<file path="config.mk">
export PLATFORM = sky130hd
export DESIGN_NAME = gesture_finger_counter_top
export DESIGN_NICKNAME = d
export VERILOG_FILES = /design/src/hw/rtl/gfc_pkg.sv /design/src/hw/rtl/gfc_channel.sv /design/src/hw/rtl/gfc_idle_timer.sv /design/src/hw/rtl/gesture_finger_counter_top.sv
export SDC_FILE = /design/constraint.sdc
export NUM_CORES = 1
export LEC_CHECK = 0
export BUFFER_PORTS_ARGS = -buffer_cell sky130_fd_sc_hd__buf_2
export CAP_MARGIN = 25
export CORE_MARGIN = 5
export CORE_UTILIZATION = 30
export DETAILED_ROUTE_END_ITERATION = 10
export MAX_ROUTING_LAYER = met4
export PLACE_DENSITY = 0.5
export RECOVER_POWER = 25
export REMOVE_ABC_BUFFERS = 1
export SETUP_SLACK_MARGIN = 0.2
export SYNTH_ARGS = -nofsm -noshare
export SYNTH_HDL_FRONTEND = slang
export SYNTH_SLANG_ARGS = --single-unit
</file>
<file path="constraint.sdc">
create_clock -name clk -period 7.9 [get_ports clk]
set_input_delay 0.79 -clock clk [delete_from_list [all_inputs] [get_ports clk]]
set_output_delay 0.79 -clock clk [all_outputs]
set_load 0.01 [all_outputs]
</file>
<file path="src/hw/rtl/gfc_pkg.sv">
package gfc_pkg;

  // Channel and field sizes
  localparam int NCH_MAX      = 3;
  localparam int CHANNELS_DEF = 3;
  localparam int CODE_W       = 10;
  localparam int CNT_W        = 8;
  localparam int FLOOR_W      = 15;
  localparam int CFG_IDX_W    = 2;
  localparam int CFG_DATA_W   = 10;

  // Register reset values
  localparam logic [CODE_W-1:0] DARK_BELOW_RST  = 10'd409;
  localparam logic [CODE_W-1:0] LIGHT_ABOVE_RST = 10'd410;
  localparam logic [CNT_W-1:0]  TICKS_RST       = 8'd16;
  localparam logic [CNT_W-1:0]  TIMEOUT_RST     = 8'd6;

  // Saturation ceiling of finger counts and idle units
  localparam logic [CNT_W-1:0] CNT_MAX = {CNT_W{1'b1}};

  // Digit weights of the reported floor value
  localparam logic [FLOOR_W-1:0] WEIGHT_HUNDREDS = 15'd100;
  localparam logic [FLOOR_W-1:0] WEIGHT_TENS     = 15'd10;

  typedef enum logic {
    OP_SWEEP = 1'b0,
    OP_TICK  = 1'b1
  } op_t;

  typedef enum logic [1:0] {
    EV_NONE    = 2'd0,
    EV_CLEARED = 2'd1,
    EV_REPORT  = 2'd2
  } event_t;

  typedef enum logic [CFG_IDX_W-1:0] {
    REG_DARK_BELOW     = 2'd0,
    REG_LIGHT_ABOVE    = 2'd1,
    REG_TICKS_PER_UNIT = 2'd2,
    REG_TIMEOUT_UNITS  = 2'd3
  } cfg_reg_t;

  // Per-channel state after a sweep, before any end-of-entry clear
  typedef struct packed {
    logic             flag;
    logic [CNT_W-1:0] count;
    logic             touch;
  } chan_stat_t;

endpackage

</file>
<file path="src/hw/rtl/gfc_channel.sv">
module gfc_channel (
  input  logic                      clk,
  input  logic                      rst,
  input  logic                      step_en,
  input  logic                      sweep,
  input  logic                      clear_entry,
  input  logic [gfc_pkg::CODE_W-1:0] code,
  input  logic [gfc_pkg::CODE_W-1:0] dark_below,
  input  logic [gfc_pkg::CODE_W-1:0] light_above,
  output gfc_pkg::chan_stat_t       stat
);
  import gfc_pkg::*;

  logic             in_sight;
  logic [CNT_W-1:0] count;

  // Detect a finger arriving or leaving on this sensor
  always_comb begin
    stat.flag  = in_sight;
    stat.count = count;
    stat.touch = 1'b0;
    if (sweep) begin
      if (!in_sight && (code < dark_below)) begin
        stat.flag  = 1'b1;
        stat.count = (count == CNT_MAX) ? count : count + 1'b1;
        stat.touch = 1'b1;
      end else if (in_sight && (code > light_above)) begin
        stat.flag  = 1'b0;
        stat.touch = 1'b1;
      end
    end
  end

  // Commit the step, or start a fresh entry
  always_ff @(posedge clk) begin
    if (rst) begin
      in_sight <= 1'b1;
      count    <= '0;
    end else if (step_en) begin
      if (clear_entry) begin
        in_sight <= 1'b1;
        count    <= '0;
      end else begin
        in_sight <= stat.flag;
        count    <= stat.count;
      end
    end
  end

endmodule

</file>
<file path="src/hw/rtl/gfc_idle_timer.sv">
module gfc_idle_timer (
  input  logic                     clk,
  input  logic                     rst,
  input  logic                     step_en,
  input  logic                     tick,
  input  logic                     touch,
  input  logic                     clear_entry,
  input  logic [gfc_pkg::CNT_W-1:0] ticks_per_unit,
  output logic [gfc_pkg::CNT_W-1:0] idle_upd
);
  import gfc_pkg::*;

  logic [CNT_W-1:0] tick_count;
  logic [CNT_W-1:0] tick_count_next;
  logic [CNT_W-1:0] tick_inc;
  logic [CNT_W-1:0] idle_units;

  // Advance the prescaler on a tick; restart idle time on sensor activity
  always_comb begin
    tick_inc        = tick_count + 1'b1;
    tick_count_next = tick_count;
    idle_upd        = idle_units;
    if (tick) begin
      if (tick_inc >= ticks_per_unit) begin
        tick_count_next = '0;
        idle_upd        = (idle_units == CNT_MAX) ? idle_units : idle_units + 1'b1;
      end else begin
        tick_count_next = tick_inc;
      end
    end else if (touch) begin
      idle_upd = '0;
    end
  end

  always_ff @(posedge clk) begin
    if (rst) begin
      tick_count <= '0;
      idle_units <= '0;
    end else if (step_en) begin
      tick_count <= tick_count_next;
      idle_units <= clear_entry ? '0 : idle_upd;
    end
  end

endmodule

</file>
<file path="src/hw/rtl/gesture_finger_counter_top.sv">
// Finger counter for a three-sensor gesture pad. Each input word is either a
// sample sweep (one 10-bit converter code per sensor) or a timer tick, and each
// one yields exactly one result word: the event code, the floor value when an
// entry is reported, and the three finger counts after the step. A word is
// registered on entry, worked through one short layer of compare and increment
// logic, and lands in an output register, so the block takes one word every
// cycle and offers each result from the output register; only the output
// side holding stall slows it. The user must write thresholds, ticks per
// idle unit and the timeout through the configuration port while the block
// is idle, which the block does not enforce; that port is always ready.
module gesture_finger_counter_top #(
  parameter int CHANNELS = gfc_pkg::CHANNELS_DEF
) (
  input  logic                          clk,
  input  logic                          rst,
  // input channel
  input  logic                          in_valid,
  output logic                          in_stall,
  input  logic                          opcode,
  input  logic [gfc_pkg::CODE_W-1:0]     sample_0,
  input  logic [gfc_pkg::CODE_W-1:0]     sample_1,
  input  logic [gfc_pkg::CODE_W-1:0]     sample_2,
  // result channel
  output logic                          out_valid,
  input  logic                          out_stall,
  output logic [1:0]                    event_res,
  output logic [gfc_pkg::FLOOR_W-1:0]    floor_value,
  output logic [gfc_pkg::CNT_W-1:0]      count_0,
  output logic [gfc_pkg::CNT_W-1:0]      count_1,
  output logic [gfc_pkg::CNT_W-1:0]      count_2,
  // configuration channel
  input  logic                          cfg_valid,
  output logic                          cfg_ready,
  input  logic [gfc_pkg::CFG_IDX_W-1:0]  cfg_index,
  input  logic [gfc_pkg::CFG_DATA_W-1:0] cfg_data
);
  import gfc_pkg::*;

  // Configuration registers
  logic [CODE_W-1:0] dark_below;
  logic [CODE_W-1:0] light_above;
  logic [CNT_W-1:0]  ticks_per_unit;
  logic [CNT_W-1:0]  timeout_units;

  // Input register
  logic              in_q_valid;
  op_t               in_q_op;
  logic [CODE_W-1:0] in_q_code [NCH_MAX];

  // Step control
  logic              advance;
  logic              step_en;
  logic              sweep;
  logic              any_flag;
  logic              touch_any;
  logic              clear_entry;
  logic [CNT_W-1:0]  idle_upd;
  chan_stat_t        stat [NCH_MAX];
  logic [CNT_W-1:0]  count_after [NCH_MAX];
  event_t            event_next;
  logic [FLOOR_W-1:0] floor_next;

  assign cfg_ready = 1'b1;

  // Write configuration registers
  always_ff @(posedge clk) begin
    if (rst) begin
      dark_below     <= DARK_BELOW_RST;
      light_above    <= LIGHT_ABOVE_RST;
      ticks_per_unit <= TICKS_RST;
      timeout_units  <= TIMEOUT_RST;
    end else if (cfg_valid && cfg_ready) begin
      unique case (cfg_reg_t'(cfg_index))
        REG_DARK_BELOW:     dark_below     <= cfg_data;
        REG_LIGHT_ABOVE:    light_above    <= cfg_data;
        REG_TICKS_PER_UNIT: ticks_per_unit <= cfg_data[CNT_W-1:0];
        REG_TIMEOUT_UNITS:  timeout_units  <= cfg_data[CNT_W-1:0];
        default:            ;
      endcase
    end
  end

  // Handshake: the step fires when the output register is free or draining
  assign advance  = !out_valid || !out_stall;
  assign step_en  = in_q_valid && advance;
  assign in_stall = in_q_valid && !advance;

  // Capture the input word
  always_ff @(posedge clk) begin
    if (rst) begin
      in_q_valid <= 1'b0;
    end else if (in_valid && !in_stall) begin
      in_q_valid <= 1'b1;
    end else if (advance) begin
      in_q_valid <= 1'b0;
    end
  end

  always_ff @(posedge clk) begin
    if (in_valid && !in_stall) begin
      in_q_op      <= op_t'(opcode);
      in_q_code[0] <= sample_0;
      in_q_code[1] <= sample_1;
      in_q_code[2] <= sample_2;
    end
  end

  assign sweep = (in_q_op == OP_SWEEP);

  // Sensor channels; unused ones hold a zero count and no flag
  for (genvar j = 0; j < NCH_MAX; j++) begin : g_chan
    if (j < CHANNELS) begin : g_used
      gfc_channel u_channel (
        .clk         (clk),
        .rst         (rst),
        .step_en     (step_en),
        .sweep       (sweep),
        .clear_entry (clear_entry),
        .code        (in_q_code[j]),
        .dark_below  (dark_below),
        .light_above (light_above),
        .stat        (stat[j])
      );
    end else begin : g_unused
      assign stat[j] = '0;
    end
    assign count_after[j] = clear_entry ? '0 : stat[j].count;
  end

  // Combine channel activity
  always_comb begin
    any_flag  = 1'b0;
    touch_any = 1'b0;
    for (int j = 0; j < NCH_MAX; j++) begin
      any_flag  = any_flag  | stat[j].flag;
      touch_any = touch_any | stat[j].touch;
    end
  end

  gfc_idle_timer u_idle_timer (
    .clk            (clk),
    .rst            (rst),
    .step_en        (step_en),
    .tick           (!sweep),
    .touch          (touch_any),
    .clear_entry    (clear_entry),
    .ticks_per_unit (ticks_per_unit),
    .idle_upd       (idle_upd)
  );

  // End the entry after a sweep once idle time passes the timeout
  assign clear_entry = sweep && (idle_upd > timeout_units);

  always_comb begin
    event_next = EV_NONE;
    floor_next = '0;
    if (clear_entry) begin
      if (any_flag) begin
        event_next = EV_REPORT;
        floor_next = FLOOR_W'(stat[2].count) * WEIGHT_HUNDREDS
                   + FLOOR_W'(stat[1].count) * WEIGHT_TENS
                   + FLOOR_W'(stat[0].count);
      end else begin
        event_next = EV_CLEARED;
      end
    end
  end

  // Result register
  always_ff @(posedge clk) begin
    if (rst) begin
      out_valid <= 1'b0;
    end else if (advance) begin
      out_valid <= in_q_valid;
    end
  end

  always_ff @(posedge clk) begin
    if (step_en) begin
      event_res   <= event_next;
      floor_value <= floor_next;
      count_0     <= count_after[0];
      count_1     <= count_after[1];
      count_2     <= count_after[2];
    end
  end

endmodule

</file>
==> impl_metrics.xml, run 1 <==
<?xml version="1.0" encoding="UTF-8"?>
<metrics>
  <group name="status">
    <metric name="status" unit="">complete, but fails checks</metric>
    <metric name="violations" unit="">max-capacitance violations, max-slew violations</metric>
  </group>
  <group name="place">
    <metric name="gp_congestion" unit="">0.8820</metric>
    <metric name="dp_hpwl" unit="um">18660</metric>
    <metric name="port_buffers" unit="">90</metric>
    <metric name="preCtsSetupSlack" unit="ns">1.356</metric>
    <metric name="dpl.cell_count" unit="">1550</metric>
  </group>
  <group name="die">
    <metric name="die_h" unit="um">191.1</metric>
    <metric name="initial_utilization" unit="%">30.33</metric>
    <metric name="dieArea" unit="um^2">36530</metric>
    <metric name="core_area" unit="um^2">32450</metric>
    <metric name="pin_count" unit="">92</metric>
    <metric name="die_w" unit="um">191.1</metric>
    <metric name="rows" unit="">66</metric>
  </group>
  <group name="timing">
    <metric name="timing.clock.skew" unit="ns">0.01261</metric>
    <metric name="post-route-min-period" unit="ns">6.609</metric>
    <metric name="timing.slew.headroom" unit="%">-35.19</metric>
    <metric name="fin_setup_tns" unit="ns">0</metric>
    <metric name="fin_ws" unit="ns">1.291</metric>
    <metric name="finalMaxSlewViolations" unit="">71</metric>
    <metric name="worst-slew-pin-transition" unit="ns">2.028</metric>
    <metric name="timing.final.setup_violations" unit="">0</metric>
    <metric name="maxClockFrequency" unit="MHz">151.3</metric>
    <metric name="finalHoldViolCount" unit="">0</metric>
    <metric name="rsz0062_at_grt" unit="">no</metric>
    <metric name="timing.final.crit_share" unit="%">83.65</metric>
  </group>
  <group name="cts">
    <metric name="cts.repair.resized" unit="">0</metric>
    <metric name="cts_sinks" unit="">153</metric>
    <metric name="clk_path_buf_depth" unit="">2</metric>
    <metric name="cts-buffers-inserted" unit="">17</metric>
    <metric name="clk_transition_reported_paths" unit="ns">0.07</metric>
    <metric name="clk-insertion-delay-late" unit="ns">0.43</metric>
    <metric name="number_of_buffers_added_to_fix_hold_violations_after_cts" unit="">0</metric>
    <metric name="tritoncts" unit="">done</metric>
    <metric name="clock_tree.root_cell" unit="">sky130_fd_sc_hd__clkbuf_16</metric>
    <metric name="cts_setup_buffers" unit="">0</metric>
    <metric name="cts-htree-levels" unit="">4</metric>
  </group>
  <group name="worst_setup_path">
    <metric name="required" unit="ns">8.08</metric>
    <metric name="cp.arrival" unit="ns">6.79</metric>
    <metric name="path_common_cell" unit="">sky130_fd_sc_hd__ha_1</metric>
    <metric name="worst_r2r_startpoint" unit="">in_q_code[0][29]$_DFFE_PP_</metric>
    <metric name="worst-r2r-cell-count" unit="">23</metric>
    <metric name="path_depth" unit="">23</metric>
    <metric name="timing.critical_path.from" unit="">in_q_code[0][29]$_DFFE_PP_</metric>
    <metric name="path_max_fanout" unit="">10</metric>
    <metric name="kind_of_start_point_of_the_critical_path" unit="">flip-flop</metric>
    <metric name="worst_r2r_endpoint" unit="">floor_value[14]$_SDFFCE_PN0P_</metric>
    <metric name="critical-path-max-stage-delay" unit="ns">0.52</metric>
    <metric name="setup.reg_to_reg.worst_slack" unit="ns">1.29</metric>
    <metric name="end_kind" unit="">flip-flop</metric>
    <metric name="path_buf_inv" unit="">2</metric>
    <metric name="setup.worst_path.class" unit="">flip-flop to flip-flop</metric>
    <metric name="timing.critical_path.to" unit="">floor_value[14]$_SDFFCE_PN0P_</metric>
    <metric name="crit_path_cell_trace" unit="">ha_1, a211o_1, a211oi_2, o2111ai_2, a211oi_4, nand2_1, xnor2_1, ha_1, ha_1, inv_1, fa_1, inv_1, ha_1, xnor2_1, ha_1, ha_1, or2_2, a21oi_1, a31oi_1, and4_1, o311a_1, xnor2_1, and2_1</metric>
    <metric name="critPathTopFamily" unit="">adder cells</metric>
    <metric name="cp_slowest_cell" unit="">sky130_fd_sc_hd__fa_1</metric>
  </group>
  <group name="synthesis">
    <metric name="cell_types_occupying_the_most_area_after_synthesis" unit="">sky130_fd_sc_hd__edfxtp_1, sky130_fd_sc_hd__ha_1, sky130_fd_sc_hd__dfxtp_1, sky130_fd_sc_hd__a21oi_1, sky130_fd_sc_hd__nand2_1</metric>
    <metric name="syn_area" unit="um^2">9843</metric>
    <metric name="synth.lib_cells_used.distinct" unit="">68</metric>
    <metric name="most_used_flip_flop_cell_after_synthesis" unit="">sky130_fd_sc_hd__dfxtp_1</metric>
    <metric name="synth_sequential_area_ratio" unit="%">38.44</metric>
    <metric name="yosys.area.top_type_share" unit="%">21.97</metric>
    <metric name="synth.ff_latch_count" unit="">153</metric>
    <metric name="netlist_instances" unit="">1043</metric>
    <metric name="synth-warning-count" unit="">0</metric>
    <metric name="synthesis.area_per_instance" unit="um^2">9.437</metric>
    <metric name="synthDominantAreaCellType" unit="">sky130_fd_sc_hd__edfxtp_1</metric>
    <metric name="async_reset_ff_share" unit="%">0</metric>
    <metric name="synth_edf_count" unit="">72</metric>
  </group>
  <group name="global_route">
    <metric name="overflow" unit="">0</metric>
    <metric name="antenna_violations_before_repair" unit="">0</metric>
    <metric name="grt_first_pass_wirelength" unit="um">40320</metric>
    <metric name="largest_net_degree_at_the_start_of_global_routing" unit="">46</metric>
    <metric name="via_count_of_the_first_global_routing_pass" unit="">7675</metric>
    <metric name="global_route.usage.total" unit="%">14.20</metric>
  </group>
  <group name="route">
    <metric name="route.vias.total" unit="">7605</metric>
    <metric name="drtIter0Drc" unit="">479</metric>
    <metric name="routed_wire_length_per_instance" unit="um">15.36</metric>
    <metric name="drt_pass1_iterations" unit="">4</metric>
    <metric name="detail_route.wirelength" unit="um">24320</metric>
    <metric name="vias_per_cell" unit="">4.804</metric>
    <metric name="antenna_left" unit="">0</metric>
    <metric name="post-route-drc-count" unit="">0</metric>
  </group>
  <group name="power_and_ir_drop">
    <metric name="total_power" unit="mW">1.919</metric>
    <metric name="p_int" unit="mW">1.463</metric>
    <metric name="power.ir.vdd_worst" unit="V">0.0001461</metric>
    <metric name="swShare" unit="%">23.74</metric>
    <metric name="power_density" unit="nW/um^2">168.1</metric>
    <metric name="power_frac_comb" unit="%">8.7</metric>
    <metric name="leakage" unit="nW">5.092</metric>
    <metric name="power_frac_clock" unit="%">45.9</metric>
    <metric name="power_frac_seq" unit="%">45.4</metric>
    <metric name="power.net_switching" unit="uW">455.5</metric>
  </group>
  <group name="min_path">
    <metric name="path_class_of_the_lowest_slack_min_delay_path" unit="">flip-flop to flip-flop</metric>
  </group>
  <group name="layout">
    <metric name="drive_above_1_share" unit="%">13.06</metric>
    <metric name="layoutNonFillerInstCount" unit="">1583</metric>
    <metric name="final_nets" unit="">1322</metric>
    <metric name="antennaDiodeCount" unit="">0</metric>
    <metric name="area_growth_syn_to_layout" unit="%">15.99</metric>
  </group>
  <group name="run">
    <metric name="timing.max_cap.violations" unit="">2</metric>
  </group>
</metrics>
[worst min path at each step]
stage               cells after the start  slack, ns                       endpoint                           from
finish                                  2       0.45  timeout_units[7]$_SDFFE_PP0P_  timeout_units[7]$_SDFFE_PP0P_
floorplan                               2       0.43    light_above[2]$_SDFFE_PP0P_    light_above[2]$_SDFFE_PP0P_
global placement                        2       0.44    light_above[2]$_SDFFE_PP0P_    light_above[2]$_SDFFE_PP0P_
global route                            2       0.48  timeout_units[4]$_SDFFE_PP0P_  timeout_units[4]$_SDFFE_PP0P_
detailed placement                      2       0.45  timeout_units[7]$_SDFFE_PP0P_  timeout_units[7]$_SDFFE_PP0P_
CTS                                     2       0.46  timeout_units[7]$_SDFFE_PP0P_  timeout_units[7]$_SDFFE_PP0P_
[sequential cells by signal, summed over array words and instances, names as in the netlist]
signal	flops
count_0	8
ticks_per_unit	8
in_q_valid	1
u_idle_timer.tick_count	8
floor_value	15
out_valid	1
light_above	10
dark_below	10
g_chan.g_used.u_channel.count	24
in_q_code	30
timeout_units	8
in_q_op	1
count_2	8
u_idle_timer.idle_units	8
count_1	8
g_chan.g_used.u_channel.in_sight	3
event_res	2
[power by group through the flow]
stage          registers [mW]  logic, mW  clock network (mW)
6_report                0.871      0.167               0.880
5_1_grt                 0.874      0.192               0.941
4_1_cts                 0.872      0.169               0.909
3_5_place_dp            0.889      0.168                   0
3_3_place_gp            0.889      0.166                   0
2_1_floorplan           0.891     0.0950                   0
[placed cells by master (no fill, tap or decap), types with 7 or more instances in the layout]
master,netlist,final
sky130_fd_sc_hd__ha_1,135,135
sky130_fd_sc_hd__nand2_1,109,109
sky130_fd_sc_hd__buf_2,4,89
sky130_fd_sc_hd__a21oi_1,86,86
sky130_fd_sc_hd__dfxtp_1,81,81
sky130_fd_sc_hd__inv_1,81,80
sky130_fd_sc_hd__edfxtp_1,72,72
sky130_fd_sc_hd__nor2_1,64,64
sky130_fd_sc_hd__o21ai_0,44,43
sky130_fd_sc_hd__and2_1,27,27
sky130_fd_sc_hd__xnor2_1,22,22
sky130_fd_sc_hd__nand3_1,22,22
sky130_fd_sc_hd__and3_1,21,21
sky130_fd_sc_hd__xor2_1,18,18
sky130_fd_sc_hd__a31oi_1,18,18
sky130_fd_sc_hd__nand4_1,17,17
sky130_fd_sc_hd__clkbuf_16,0,17
sky130_fd_sc_hd__o211ai_1,16,16
sky130_fd_sc_hd__a21o_1,16,16
sky130_fd_sc_hd__nand2b_1,13,13
sky130_fd_sc_hd__nor3_1,12,12
sky130_fd_sc_hd__fa_1,11,11
sky130_fd_sc_hd__nor2b_1,10,9
sky130_fd_sc_hd__mux2i_1,9,9
sky130_fd_sc_hd__o21a_1,7,7
sky130_fd_sc_hd__a211oi_1,7,7
[per-layer routing]
metal  GRT usage [%]  routed length [um]
met5               -                   0
met4           3.315                 308
met3           2.776                 870
met2           22.89               11130
met1           18.57               12010
[cell families (layout without fill, tap and decap cells)]
kind of cell / Yosys count / in the layout / synth area share, %
AOI/OAI and AO/OA: 241 / 241 / 15.79
xor gates and xnor gates: 40 / 40 / 3.559
adders and majority gates: 146 / 146 / 19.40
buffers and inverters: 115 / 213 / 4.474
DFF: 153 / 153 / 38.44
muxes: 12 / 12 / 1.258
other: 1 / 1 / 0.03810
and+or+nand+nor: 335 / 335 / 17.05
[metrics by stage]
step	area (um^2)	util (%)	hold WS [ns]
6_report	11420	35.18	0.4537
5_1_grt	11420	35.18	0.4805
4_1_cts	11410	35.15	0.4598
3_5_place_dp	10780	33.21	0.4505
3_3_place_gp	10770	33.20	0.4434
2_1_floorplan	9711	-	0.4303
[worst min-delay path, stage by stage, from the launching register on]
cell	delay [ns]
sky130_fd_sc_hd__dfxtp_1	0.31
sky130_fd_sc_hd__nand2_1	0.05
sky130_fd_sc_hd__a21oi_1	0.05
[synth_stat cells (all sizes together) (4+ instances only)]
library cell and number:
o21a 7, and2 27, xor2 18, a31o 4, a31oi 18, nor3 12, dfxtp 81, and3b 4
inv 81, a21oi 87, o21ai 44, or2 5, and4 5, clkbuf 26, buf 7, mux2i 9
nand2b 13, xnor2 22, nand3 22, nor2 64, a21o 16, nand4 17, or3 4, and3 21
nor3b 7, o22ai 4, nand2 110, edfxtp 72, o211ai 16, nand3b 6, ha 135, a211oi 11
fa 11, nor2b 10
[cell type report]
class	instances	area, um^2
Fill cell	3366	21040
Multi-Input combinational cell	775	5627
Sequential cell	153	3784
Tap cell	442	553.0
Timing Repair Buffer	99	518.0
Clock buffer	20	456.7
Inverter	82	307.8
Clock inverter	12	171.4
No activity file was read; power rests on OpenSTA's default activity.
==> run 2: changes to the inputs <==
- clock period: 7.9 -> 6.6 ns (I/O delays scaled with it)
==> run 2 against run 1 <==
Net effect:
- the run still ends with max-capacitance violations, max-slew violations left
- routed wire length up 0.70%
- cell count up 0.69%
- hold slack worse by 0.066 ns
- sequential power up 19%
- combinational power up 22%
- flip-flop and latch count unchanged
- power up 15%
- critical endpoint unchanged
- cell area up 1.0%
==> impl_metrics.xml, run 2 (synthesis gave the netlist of run 1 again) <==
<?xml version="1.0" encoding="UTF-8"?>
<metrics>
  <group name="cts">
    <metric name="clk-insertion-delay-late" unit="ns">0.44</metric>
    <metric name="clock_tree.root_cell" unit="">sky130_fd_sc_hd__clkbuf_16</metric>
    <metric name="cts_sinks" unit="">153</metric>
    <metric name="clk_transition_reported_paths" unit="ns">0.07</metric>
    <metric name="cts-buffers-inserted" unit="">17</metric>
    <metric name="tritoncts" unit="">done</metric>
    <metric name="number_of_buffers_added_to_fix_hold_violations_after_cts" unit="">0</metric>
    <metric name="cts-htree-levels" unit="">4</metric>
    <metric name="clk_path_buf_depth" unit="">2</metric>
  </group>
  <group name="run">
    <metric name="timing.max_cap.violations" unit="">2</metric>
  </group>
  <group name="layout">
    <metric name="largest_reg_flops" unit="">30</metric>
    <metric name="fill_cells" unit="">3345</metric>
    <metric name="largestRegisters" unit="">in_q_code x30, g_chan.g_used.u_channel.count x24, floor_value x15</metric>
    <metric name="final_nets" unit="">1333</metric>
    <metric name="largest-register" unit="">in_q_code</metric>
    <metric name="layoutNonFillerInstCount" unit="">1594</metric>
    <metric name="postLayoutCellArea" unit="um^2">11530</metric>
    <metric name="final_common_cell" unit="">sky130_fd_sc_hd__ha_1</metric>
    <metric name="area_growth_syn_to_layout" unit="%">17.19</metric>
    <metric name="mostFrequentLayoutCells" unit="">sky130_fd_sc_hd__ha_1, sky130_fd_sc_hd__nand2_1, sky130_fd_sc_hd__buf_2</metric>
    <metric name="antennaDiodeCount" unit="">0</metric>
    <metric name="drive_above_1_share" unit="%">15.19</metric>
  </group>
  <group name="timing">
    <metric name="timing.clock.skew" unit="ns">0.01036</metric>
    <metric name="post-route-min-period" unit="ns">6.158</metric>
    <metric name="worst-slew-pin-transition" unit="ns">2.007</metric>
    <metric name="finalMaxSlewViolations" unit="">71</metric>
    <metric name="timing.slew.headroom" unit="%">-33.83</metric>
    <metric name="timing.final.setup_violations" unit="">0</metric>
    <metric name="rsz0062_at_grt" unit="">no</metric>
    <metric name="maxClockFrequency" unit="MHz">162.4</metric>
    <metric name="finalHoldViolCount" unit="">0</metric>
    <metric name="fin_setup_tns" unit="ns">0</metric>
    <metric name="timing.final.crit_share" unit="%">93.30</metric>
  </group>
  <group name="worst_setup_path">
    <metric name="timing.critical_path.from" unit="">in_q_code[0][29]$_DFFE_PP_</metric>
    <metric name="cp_slowest_cell" unit="">sky130_fd_sc_hd__fa_1</metric>
    <metric name="end_kind" unit="">flip-flop</metric>
    <metric name="critical-path-max-stage-delay" unit="ns">0.49</metric>
    <metric name="timing.critical_path.to" unit="">floor_value[14]$_SDFFCE_PN0P_</metric>
    <metric name="path_common_cell" unit="">sky130_fd_sc_hd__ha_1</metric>
    <metric name="path_depth" unit="">24</metric>
    <metric name="critPathTopFamily" unit="">adder cells</metric>
    <metric name="setup.worst_path.class" unit="">flip-flop to flip-flop</metric>
    <metric name="worst-r2r-cell-count" unit="">24</metric>
    <metric name="required" unit="ns">6.79</metric>
    <metric name="setup.reg_to_reg.worst_slack" unit="ns">0.44</metric>
    <metric name="crit_path_cell_trace" unit="">ha_4, a211o_1, a211oi_2, o2111ai_2, a211oi_4, buf_4, nand2_1, xnor2_2, buf_4, ha_1, ha_1, ha_1, inv_1, fa_1, fa_1, inv_1, ha_4, or2_2, a21oi_2, a31oi_2, and4_1, o311a_1, xnor2_1, and2_1</metric>
    <metric name="worst_r2r_startpoint" unit="">in_q_code[0][29]$_DFFE_PP_</metric>
    <metric name="worst_r2r_endpoint" unit="">floor_value[14]$_SDFFCE_PN0P_</metric>
    <metric name="path_max_fanout" unit="">5</metric>
    <metric name="kind_of_start_point_of_the_critical_path" unit="">flip-flop</metric>
    <metric name="cp.arrival" unit="ns">6.35</metric>
    <metric name="path_buf_inv" unit="">4</metric>
  </group>
  <group name="route">
    <metric name="vias_per_cell" unit="">4.840</metric>
    <metric name="antenna_left" unit="">0</metric>
    <metric name="route.vias.total" unit="">7715</metric>
    <metric name="drt_pass1_iterations" unit="">5</metric>
    <metric name="post-route-drc-count" unit="">0</metric>
    <metric name="routed_wire_length_per_instance" unit="um">15.36</metric>
    <metric name="detail_route.wirelength" unit="um">24490</metric>
    <metric name="drtIter0Drc" unit="">429</metric>
  </group>
  <group name="power_and_ir_drop">
    <metric name="leakage" unit="nW">5.143</metric>
    <metric name="power_density" unit="nW/um^2">191.8</metric>
    <metric name="power.ir.vdd_worst" unit="V">0.0001834</metric>
    <metric name="total_power" unit="mW">2.213</metric>
  </group>
  <group name="global_route">
    <metric name="overflow" unit="">0</metric>
    <metric name="global_route.usage.total" unit="%">13.98</metric>
    <metric name="grt_first_pass_wirelength" unit="um">39260</metric>
    <metric name="largest_net_degree_at_the_start_of_global_routing" unit="">46</metric>
    <metric name="antenna_violations_before_repair" unit="">0</metric>
    <metric name="via_count_of_the_first_global_routing_pass" unit="">7537</metric>
  </group>
  <group name="die">
    <metric name="rows" unit="">66</metric>
    <metric name="initial_utilization" unit="%">30.33</metric>
    <metric name="die_h" unit="um">191.1</metric>
    <metric name="pin_count" unit="">92</metric>
    <metric name="dieArea" unit="um^2">36530</metric>
    <metric name="die_w" unit="um">191.1</metric>
    <metric name="core_area" unit="um^2">32450</metric>
  </group>
  <group name="status">
    <metric name="violations" unit="">max-capacitance violations, max-slew violations</metric>
    <metric name="status" unit="">complete, but fails checks</metric>
  </group>
  <group name="min_path">
    <metric name="path_class_of_the_lowest_slack_min_delay_path" unit="">primary input to flip-flop</metric>
  </group>
  <group name="place">
    <metric name="placed_area" unit="um^2">10830</metric>
    <metric name="gp_congestion" unit="">0.8545</metric>
    <metric name="port_buffers" unit="">90</metric>
    <metric name="dpl.cell_count" unit="">1557</metric>
    <metric name="dp_hpwl" unit="um">18430</metric>
  </group>
</metrics>
==> run 2: cell types whose count changed in the layout (fill, tap and decap cells not counted), moves of 2 or more <==
cell	previous run	this run
sky130_fd_sc_hd__buf_4	5	17
sky130_fd_sc_hd__clkinv_2	2	6
sky130_fd_sc_hd__ha_1	135	132
sky130_fd_sc_hd__ha_4	0	3
sky130_fd_sc_hd__o21ai_0	43	40
sky130_fd_sc_hd__bufinv_16	4	2
sky130_fd_sc_hd__clkbuf_8	2	0
sky130_fd_sc_hd__o21ai_1	1	3
sky130_fd_sc_hd__xor2_1	18	16
sky130_fd_sc_hd__xor2_2	0	2
==> run 2: stage by stage <==
step | hold WS, ns | setup slack [ns] | utilization, %
6_report | 0.3879 | 0.4422 | 35.54
5_1_grt | 0.3615 | 0.1622 | 35.54
4_1_cts | 0.3636 | 0.2345 | 35.11
3_5_place_dp | 0.4506 | 0.2751 | 33.38
3_3_place_gp | 0.4429 | 0.3841 | 33.38
2_1_floorplan | 0.4303 | 0.4815 | -
==> run 2: final cells by class <==
type                            instances  area, um^2  share of cell area, %
Tap cell                              442       553.0                  4.794
Multi-Input combinational cell        775        5727                  49.65
Timing Repair Buffer                  110       603.1                  5.228
Inverter                               82       307.8                  2.668
Clock inverter                         13       127.6                  1.106
Clock buffer                           19       432.9                  3.753
Sequential cell                       153        3784                  32.80
==> run 2: power by group <==
part | internal [mW] | switching, mW
clock | 0.553 | 0.413
sequential | 1.03 | 0.0175
combinational | 0.0763 | 0.126
total | 1.66 | 0.557
==> run 2: per-layer routing <==
| metal | GRT usage (%) | part of all wire [%] | vias up |
|---|---|---|---|
| met5 | - | 0 | - |
| met4 | 4.006 | 1.2 | 0 |
| met3 | 2.611 | 3.9 | 21 |
| met2 | 22.28 | 46 | 142 |
| met1 | 18.28 | 49 | 3600 |
| li1 | - | - | 3952 |
==> run 2: worst min path at each step <==
| stage | slack, ns | start | to | depth (start not counted) |
|---|---|---|---|---|
| after floorplan | 0.43 | light_above[2]$_SDFFE_PP0P_ | light_above[2]$_SDFFE_PP0P_ | 2 |
| after global placement | 0.44 | light_above[9]$_SDFFE_PP0P_ | light_above[9]$_SDFFE_PP0P_ | 2 |
| after detailed placement | 0.45 | ticks_per_unit[1]$_SDFFE_PP0P_ | ticks_per_unit[1]$_SDFFE_PP0P_ | 2 |
| after CTS | 0.36 | sample_1[9] | in_q_code[0][19]$_DFFE_PP_ | 1 |
| after global routing | 0.36 | sample_1[9] | in_q_code[0][19]$_DFFE_PP_ | 1 |
| final | 0.39 | sample_1[9] | in_q_code[0][19]$_DFFE_PP_ | 1 |
==> run 2: what timing repair did <==
action | in CTS | in global routing
gates resized for setup | 0 | 18
endpoints found under the setup margin | 0 | 4
buffers inserted | 0 | 4
